### src/rtl/uks_pkg.sv
// Package: request and response beat types, operation and status codes.
package uks_pkg;

	// Operation codes carried in req_type
	localparam logic [1:0] OP_PUSH = 2'd0;
	localparam logic [1:0] OP_POP  = 2'd1;
	localparam logic [1:0] OP_PEEK = 2'd2;

	// Status codes carried in the response
	localparam logic [1:0] STAT_OK    = 2'd0;
	localparam logic [1:0] STAT_DUP   = 2'd1;
	localparam logic [1:0] STAT_UNDER = 2'd2;
	localparam logic [1:0] STAT_OVER  = 2'd3;

	// Fixed field widths
	localparam int unsigned KEY_W   = 32;
	localparam int unsigned COUNT_W = 7;

	typedef struct packed {
		logic [1:0]              req_type;
		logic signed [KEY_W-1:0] push_key;
		logic signed [KEY_W-1:0] push_data;
	} req_t;

	typedef struct packed {
		logic [1:0]              status;
		logic signed [KEY_W-1:0] top_key;
		logic signed [KEY_W-1:0] top_data;
		logic [COUNT_W-1:0]      entry_count;
		logic                    is_empty;
	} rsp_t;

endpackage

### src/rtl/unique_key_stack.sv
// Top level: bounded LIFO of key/data pairs with duplicate-key refusal on push.
//
//   channel   | handshake          | payload | direction
//   ----------+--------------------+---------+----------
//   request   | start / busy       | req     | in
//   response  | done (one cycle)   | rsp     | out
//
// Push scans the held keys top to bottom through one comparator, one key per
// cycle from the key memory read port, with busy held (no busy when empty).
// Pop and peek hold busy through S_TOP and S_TOPW for the top read; an empty
// stack or an unused code answers without raising busy. The response beat
// shows in the cycle after the last busy cycle, or in the cycle after the
// accept when no busy cycle is needed.
// Reset is asynchronous and empties the stack; memory contents are not cleared.
// The receiver cannot stall; a new request is taken in the cycle done is shown.
module unique_key_stack
	import uks_pkg::*;
#(
	parameter int unsigned DEPTH = 64
) (
	input  logic clk,
	input  logic arst_n,
	input  logic start,
	output logic busy,
	input  req_t req,
	output logic done,
	output rsp_t rsp
);

	localparam int unsigned AW = (DEPTH > 1) ? $clog2(DEPTH) : 1;
	localparam int unsigned CW = $clog2(DEPTH + 1);

	// Sequencer state codes
	localparam logic [1:0] S_IDLE = 2'd0;
	localparam logic [1:0] S_SCAN = 2'd1;
	localparam logic [1:0] S_TOP  = 2'd2;
	localparam logic [1:0] S_TOPW = 2'd3;

	logic [1:0]        state_q;
	logic [CW-1:0]     depth_q;
	logic [1:0]        op_q;
	logic [KEY_W-1:0]  key_q;
	logic [KEY_W-1:0]  data_q;
	logic [AW-1:0]     rd_addr_q;
	logic              cmp_v_q;
	logic              cmp_last_q;
	logic              done_q;
	rsp_t              rsp_q;

	logic              accept;
	logic              fin;
	logic [1:0]        fin_status;
	logic [KEY_W-1:0]  fin_key;
	logic [KEY_W-1:0]  fin_data;
	logic              push_ok;
	logic              pop_do;
	logic [1:0]        state_d;
	logic [CW-1:0]     depth_d;
	logic [CW+6:0]     count_ext;
	logic              full;
	logic [CW-1:0]     top_idx;
	logic [KEY_W-1:0]  wr_key;
	logic [KEY_W-1:0]  wr_dat;
	logic [KEY_W-1:0]  rd_key;
	logic [KEY_W-1:0]  rd_dat;

	assign accept  = start && !busy;
	assign busy    = (state_q != S_IDLE);
	assign full    = (depth_q == CW'(DEPTH));
	assign top_idx = depth_q - 1'b1;
	assign wr_key  = (state_q == S_IDLE) ? req.push_key  : key_q;
	assign wr_dat  = (state_q == S_IDLE) ? req.push_data : data_q;

	uks_ram #(.WIDTH(KEY_W), .DEPTH(DEPTH), .AW(AW)) u_key_ram (
		.clk     (clk),
		.wr_en   (push_ok),
		.wr_addr (depth_q[AW-1:0]),
		.wr_data (wr_key),
		.rd_addr (rd_addr_q),
		.rd_data (rd_key)
	);

	uks_ram #(.WIDTH(KEY_W), .DEPTH(DEPTH), .AW(AW)) u_data_ram (
		.clk     (clk),
		.wr_en   (push_ok),
		.wr_addr (depth_q[AW-1:0]),
		.wr_data (wr_dat),
		.rd_addr (rd_addr_q),
		.rd_data (rd_dat)
	);

	// Decide the next step and whether a response finishes this cycle
	always_comb begin
		state_d    = state_q;
		fin        = 1'b0;
		fin_status = STAT_OK;
		fin_key    = '0;
		fin_data   = '0;
		push_ok    = 1'b0;
		pop_do     = 1'b0;
		case (state_q)
			S_IDLE: begin
				if (accept) begin
					case (req.req_type)
						OP_PUSH: begin
							if (depth_q == '0) begin
								fin     = 1'b1;
								push_ok = 1'b1;
							end else begin
								state_d = S_SCAN;
							end
						end
						OP_POP, OP_PEEK: begin
							if (depth_q == '0) begin
								fin        = 1'b1;
								fin_status = STAT_UNDER;
							end else begin
								state_d = S_TOP;
							end
						end
						default: begin
							fin = 1'b1;
						end
					endcase
				end
			end
			S_SCAN: begin
				if (cmp_v_q && (rd_key == key_q)) begin
					fin        = 1'b1;
					fin_status = STAT_DUP;
					state_d    = S_IDLE;
				end else if (cmp_v_q && cmp_last_q) begin
					fin     = 1'b1;
					state_d = S_IDLE;
					if (full) begin
						fin_status = STAT_OVER;
					end else begin
						push_ok = 1'b1;
					end
				end
			end
			S_TOP: begin
				state_d = S_TOPW;
			end
			S_TOPW: begin
				fin      = 1'b1;
				fin_key  = rd_key;
				fin_data = rd_dat;
				pop_do   = (op_q == OP_POP);
				state_d  = S_IDLE;
			end
			default: begin
				state_d = S_IDLE;
			end
		endcase
	end

	// Count after this operation, fitted to the response field
	assign depth_d   = depth_q + CW'(push_ok) - CW'(pop_do);
	assign count_ext = {7'd0, depth_d};

	// Advance control state
	always_ff @(posedge clk or negedge arst_n) begin
		if (!arst_n) begin
			state_q    <= S_IDLE;
			depth_q    <= '0;
			done_q     <= 1'b0;
			cmp_v_q    <= 1'b0;
			cmp_last_q <= 1'b0;
		end else begin
			state_q <= state_d;
			depth_q <= depth_d;
			done_q  <= fin;
			if (accept) begin
				cmp_v_q    <= 1'b0;
				cmp_last_q <= 1'b0;
			end else if (state_q == S_SCAN) begin
				cmp_v_q    <= 1'b1;
				cmp_last_q <= (rd_addr_q == '0);
			end
		end
	end

	// Hold the request and step the read address down the stack
	always_ff @(posedge clk) begin
		if (accept) begin
			op_q      <= req.req_type;
			key_q     <= req.push_key;
			data_q    <= req.push_data;
			rd_addr_q <= top_idx[AW-1:0];
		end else if ((state_q == S_SCAN) && (rd_addr_q != '0)) begin
			rd_addr_q <= rd_addr_q - 1'b1;
		end
	end

	// Register the response beat
	always_ff @(posedge clk) begin
		if (fin) begin
			rsp_q.status      <= fin_status;
			rsp_q.top_key     <= fin_key;
			rsp_q.top_data    <= fin_data;
			rsp_q.entry_count <= count_ext[COUNT_W-1:0];
			rsp_q.is_empty    <= (depth_d == '0);
		end
	end

	assign done = done_q;
	assign rsp  = rsp_q;

endmodule

### src/rtl/uks_ram.sv
// Single-port-write, single-port-read memory with registered read data.
module uks_ram #(
	parameter int unsigned WIDTH = 32,
	parameter int unsigned DEPTH = 64,
	parameter int unsigned AW    = 6
) (
	input  logic             clk,
	input  logic             wr_en,
	input  logic [AW-1:0]    wr_addr,
	input  logic [WIDTH-1:0] wr_data,
	input  logic [AW-1:0]    rd_addr,
	output logic [WIDTH-1:0] rd_data
);

	logic [WIDTH-1:0] mem [DEPTH];

	// Write one entry per cycle
	always_ff @(posedge clk) begin
		if (wr_en) begin
			mem[wr_addr] <= wr_data;
		end
	end

	// Register the read beat
	always_ff @(posedge clk) begin
		rd_data <= mem[rd_addr];
	end

endmodule

### config.mk
export PLATFORM = sky130hd
export DESIGN_NAME = unique_key_stack
export DESIGN_NICKNAME = d
export VERILOG_FILES = /design/src/rtl/uks_pkg.sv /design/src/rtl/unique_key_stack.sv /design/src/rtl/uks_ram.sv
export SDC_FILE = /design/constraint.sdc
export NUM_CORES = 2
export LEC_CHECK = 0
export BUFFER_PORTS_ARGS = -buffer_cell sky130_fd_sc_hd__buf_2
export CORE_MARGIN = 5
export CORE_UTILIZATION = 45
export CTS_CLUSTER_SIZE = 28
export DETAILED_ROUTE_END_ITERATION = 8
export GPL_TIMING_DRIVEN = 0
export PLACE_DENSITY = 0.6
export SETUP_SLACK_MARGIN = 0.1
export SLEW_MARGIN = 10
export SYNTH_ARGS = -nofsm -noshare
export SYNTH_HDL_FRONTEND = slang
export SYNTH_HIERARCHICAL = 1
export SYNTH_SLANG_ARGS = --single-unit
### constraint.sdc
create_clock -name clk -period 5.8 [get_ports clk]
set_clock_uncertainty 0.15 [all_clocks]
set_input_delay 0.58 -clock clk [delete_from_list [all_inputs] [get_ports clk]]
set_output_delay 0.58 -clock clk [all_outputs]
set_load 0.05 [all_outputs]
==> results.md <==
- Area added between synthesis and finish: 17.2%
- Ordered list of cells on the worst path: xnor2_1 -> nand4_1 -> nor4_1 -> a31oi_1 -> a22o_1 -> nand4_1 -> nor2_4 -> buf_12
- Async SR Flop Fraction: 0.278%
- Type of the most critical hold path: input pin to flop
- Cell at the slowest stage of the critical path: sky130_fd_sc_hd__nor2_4
- Element type at the critical path end: flop
- Power per Cell Area: roughly 530 nW/um2
- Final wirelength: 510 mm
- Clock root buffer master: sky130_fd_sc_hd__clkbuf_16
- Number of search-and-repair iterations in the first detailed-routing pass: 6
- Die Area: about 380000 um2
- Netlist area before placement: around 160000 um2
- Pwr Total: a little over 100 mW
- Via count: 83200
- Routed vias/inst: ~6.3
- Fin nets: 8117
- CTS Hold Buffers Added: 69
- Highest attainable clock frequency: roughly 190 MHz
- Clock buffer count from CTS: 436
- Clk sinks: 4318
- Number of top-level design ports: 145
- Transition time at the pin with the least slew margin: between 1 and 1.5 ns
- Portion of total power attributed to combinational logic: approximately 34%
- HPWL reported at the end of detailed placement: 345 mm
- Average footprint of a synthesized cell: 23.1 um2
- Number of cells in the design after placement: 12300
- Final Wtd Congestion: 0.866
- Maximum level of the CTS H-tree: 5
- Antenna viol nets, final: 0
- Critical Path Most Common Cell: sky130_fd_sc_hd__nand4_1
- Buffers inserted during post-CTS setup optimization: 0
- Final cell utilization of the core: 53.0%
- Power Internal: 65.8 mW
- First-pass GRT wire length: around 690 mm
- GRT Overall Usage: a little over a quarter
- Final critical path time including I/O delays and setup: 5.26 ns
- Portion of total power attributed to the clock network: 27.1%
- Status: finished, final reports clean
- Switching share of total power: 35.0%
- Initial antenna violation count: 21
- Buffers from clock root to sink, at most: 4
- Area inside the core boundary: 363000 um2
- Final Hold Fails: 0
- Routed length per placed instance: approximately 39 um
- Final worst-path cycle share: 90.7%
- Number of flops mapped to enable cells by yosys: around 4200
- Number of buffer cells added on primary ports: 144
- Fraction of the yosys area taken by sequential cells: about 80%
- Final-layout setup total negative slack: 0 ns
- Pin count of the biggest net entering global routing: 65
- Fraction of layout instances using a drive strength above 1: 29.9%
- DRC violations left: 0
- Clock-pin slew on the worst setup and hold paths: 0.06 ns
- Slew headroom: 7.15%
- Yosys cell types: 61
- Chip height: between 600 and 700 um
- Final cell count without fillers: around 13000
- Buffers plus inverters on the worst setup path: 1
- Max incr delay on CP: 1.10 ns
- Required time reported for the critical path endpoint: approximately 6.3 ns
- Fill count: around 28000
- Number of violations reported at the end of detailed-routing iteration 0: 12800
- Die X-Extent: 614 um
- Count of endpoints failing setup in the final report: 0
- Number of synthesis warnings: 6
- Total nets after synthesis: 7193
- Initial Utilization: 45.2%
- Via count of the first global-routing pass: 81900
- Classification of the worst setup path: flop to flop
- Number of max-cap violations: 0
- Remaining Overflow, GRT: 0
- Number of standard-cell rows in the floorplan: 221
- Commonest register cell after synthesis: sky130_fd_sc_hd__edfxtp_1
- Number of flip-flops and latches in the synthesized netlist: 4318
- Clock tree from TritonCTS: built
- Latest clock arrival within the worst-skew pair: 0.99 ns
- Sequential fraction of design power: 39.0%
- Worst-path maximum fanout: 18
- Element type at the critical path start: flop
- Data arrival time at the worst-slack endpoint: a little under 6 ns
- Static leakage: 60.6 nW
- Cell family with the largest share of critical-path delay: simple AND/OR/NAND/NOR gates
- Psw: 35.4 mW
- IR drop worst, VDD: 0.334 mV
- Count of cells resized by post-cts repair: 0
- Unrepaired setup endpoints after global routing: false
- Post-Syn Instances: 7111
- Max-slew violation total from the final report: 0
placed cells by master, fill, tap and decap left out, types with 36 or more instances in the layout:
cell,n
sky130_fd_sc_hd__edfxtp_1,4242
sky130_fd_sc_hd__mux4_2,1088
sky130_fd_sc_hd__clkbuf_16,445
sky130_fd_sc_hd__buf_2,266
sky130_fd_sc_hd__clkbuf_1,254
sky130_fd_sc_hd__mux2i_1,190
sky130_fd_sc_hd__o22ai_1,168
sky130_fd_sc_hd__nor2_1,164
sky130_fd_sc_hd__buf_12,161
sky130_fd_sc_hd__a21oi_1,128
sky130_fd_sc_hd__nor2_4,124
sky130_fd_sc_hd__clkinv_1,97
sky130_fd_sc_hd__buf_16,86
sky130_fd_sc_hd__clkinv_2,76
sky130_fd_sc_hd__and3_1,72
sky130_fd_sc_hd__dlygate4sd3_1,69
sky130_fd_sc_hd__buf_4,68
sky130_fd_sc_hd__dfxtp_1,64
sky130_fd_sc_hd__nand2_1,59
sky130_fd_sc_hd__o221ai_1,55
sky130_fd_sc_hd__buf_1,41
sky130_fd_sc_hd__mux2_4,37
sky130_fd_sc_hd__xnor2_1,36
stage by stage:
stage	hold slack, ns	setup slack (ns)	instance area [um2]
finish	0.178	0.539	192000
global placement	0.338	-3.53	171000
CTS	0.122	0.617	192000
global route	0.153	0.484	192000
detailed placement	0.339	0.655	178000
floorplan	0.134	0.264	164000
cells by family after synthesis:
| kind of cell | share of synthesized area (%) |
|---|---|
| flops | 78.6 |
| mux | 16.5 |
| simple gates | 1.63 |
| compound gates | 1.71 |
| buf+inv | 1.18 |
| xor+xnor | 0.219 |
| fa+ha+maj | 0.104 |
path summary, 6_finish.rpt:
kind                            start  slack (ns)  cells after the start                     to
max                         key_q[31]        0.54                      8  u_key_ram/mem[63][14]
min                           req[31]        0.18                      2             data_q[31]
max reg2reg                 key_q[31]        0.54                      8  u_key_ram/mem[63][14]
min reg2reg                cmp_last_q        0.38                      2             cmp_last_q
max in group asynchronous      arst_n        4.54                      3             depth_q[5]
min in group asynchronous      arst_n        0.54                      3             state_q[0]
cell type report:
cell class | instances | area (um2) | share of cell area, %
clock buffer | 561 | 11700 | 6.07
inverter | 18 | 70.1 | 0.0364
clock inverter | 242 | 2130 | 1.11
multi-input combinational | 2388 | 34300 | 17.8
tap | 4794 | 6000 | 3.12
buffer | 387 | 1890 | 0.982
timing repair buffer | 486 | 7240 | 3.77
antenna | 8 | 20.0 | 0.0104
sequential | 4318 | 129000 | 67.1
power by group through the flow:
stage	clock (mW)	sequential (mW)	combinational, mW
2_1_floorplan	0	40.9	17.8
3_3_place_gp	0	40.7	32.3
3_5_place_dp	0	40.2	34.1
4_1_cts	27.7	39.5	34.2
5_1_grt	29.0	39.5	35.3
6_report	27.4	39.5	34.3
synthesized netlist by cell type, drive strengths merged (6+ instances only):
master,number,share of area [%]
mux4,1088,15
and3,72,0.27
clkbuf,162,0.37
nand2b,18,0.069
nor3,22,0.073
nor2b,33,0.13
buf,225,0.77
or3b,11,0.059
mux2i,191,1.2
o32ai,8,0.043
or2,7,0.027
mux2,64,0.44
inv,18,0.041
a22oi,25,0.11
nand4,12,0.046
nor2,288,0.66
xnor2,36,0.19
o22ai,168,0.64
a311oi,17,0.091
o221ai,55,0.29
or3,6,0.023
a41o,8,0.049
nand3,11,0.034
dfxtp,64,0.78
a21oi,130,0.40
edfxtp,4242,78
dfrtp,12,0.18
ha,12,0.092
nand2,59,0.13
nand3b,10,0.046
sequential cells by signal (all words and copies together), names as in the netlist:
register,cells
cmp_last_q,1
cmp_v_q,1
data_q,32
depth_q,7
done,1
key_q,32
op_q,2
rd_addr_q,6
rsp,74
state_q,2
u_data_ram/mem,2048
u_data_ram/rd_data,32
u_key_ram/mem,2048
u_key_ram/rd_data,32
per-layer routing:
layer / vias up / global-route usage (%) / wire [um]
li1: 32200 / - / -
met1: 44900 / 35.3 / 183000
met2: 5094 / 43.9 / 248000
met3: 1019 / 4.59 / 48200
met4: 10 / 13.0 / 31000
met5: - / 0 / 69
worst register-to-register path, delay by kind of cell, from the launching register on:
family                 cells  cell delay, ns
AND/OR/NAND/NOR            4            2.25
AO/OA/AOI/OAI              2            1.35
flip-flops                 1            0.65
buffers and inverters      1            0.31
XOR/XNOR                   1            0.24
No activity file was read; power rests on OpenSTA's default activity.
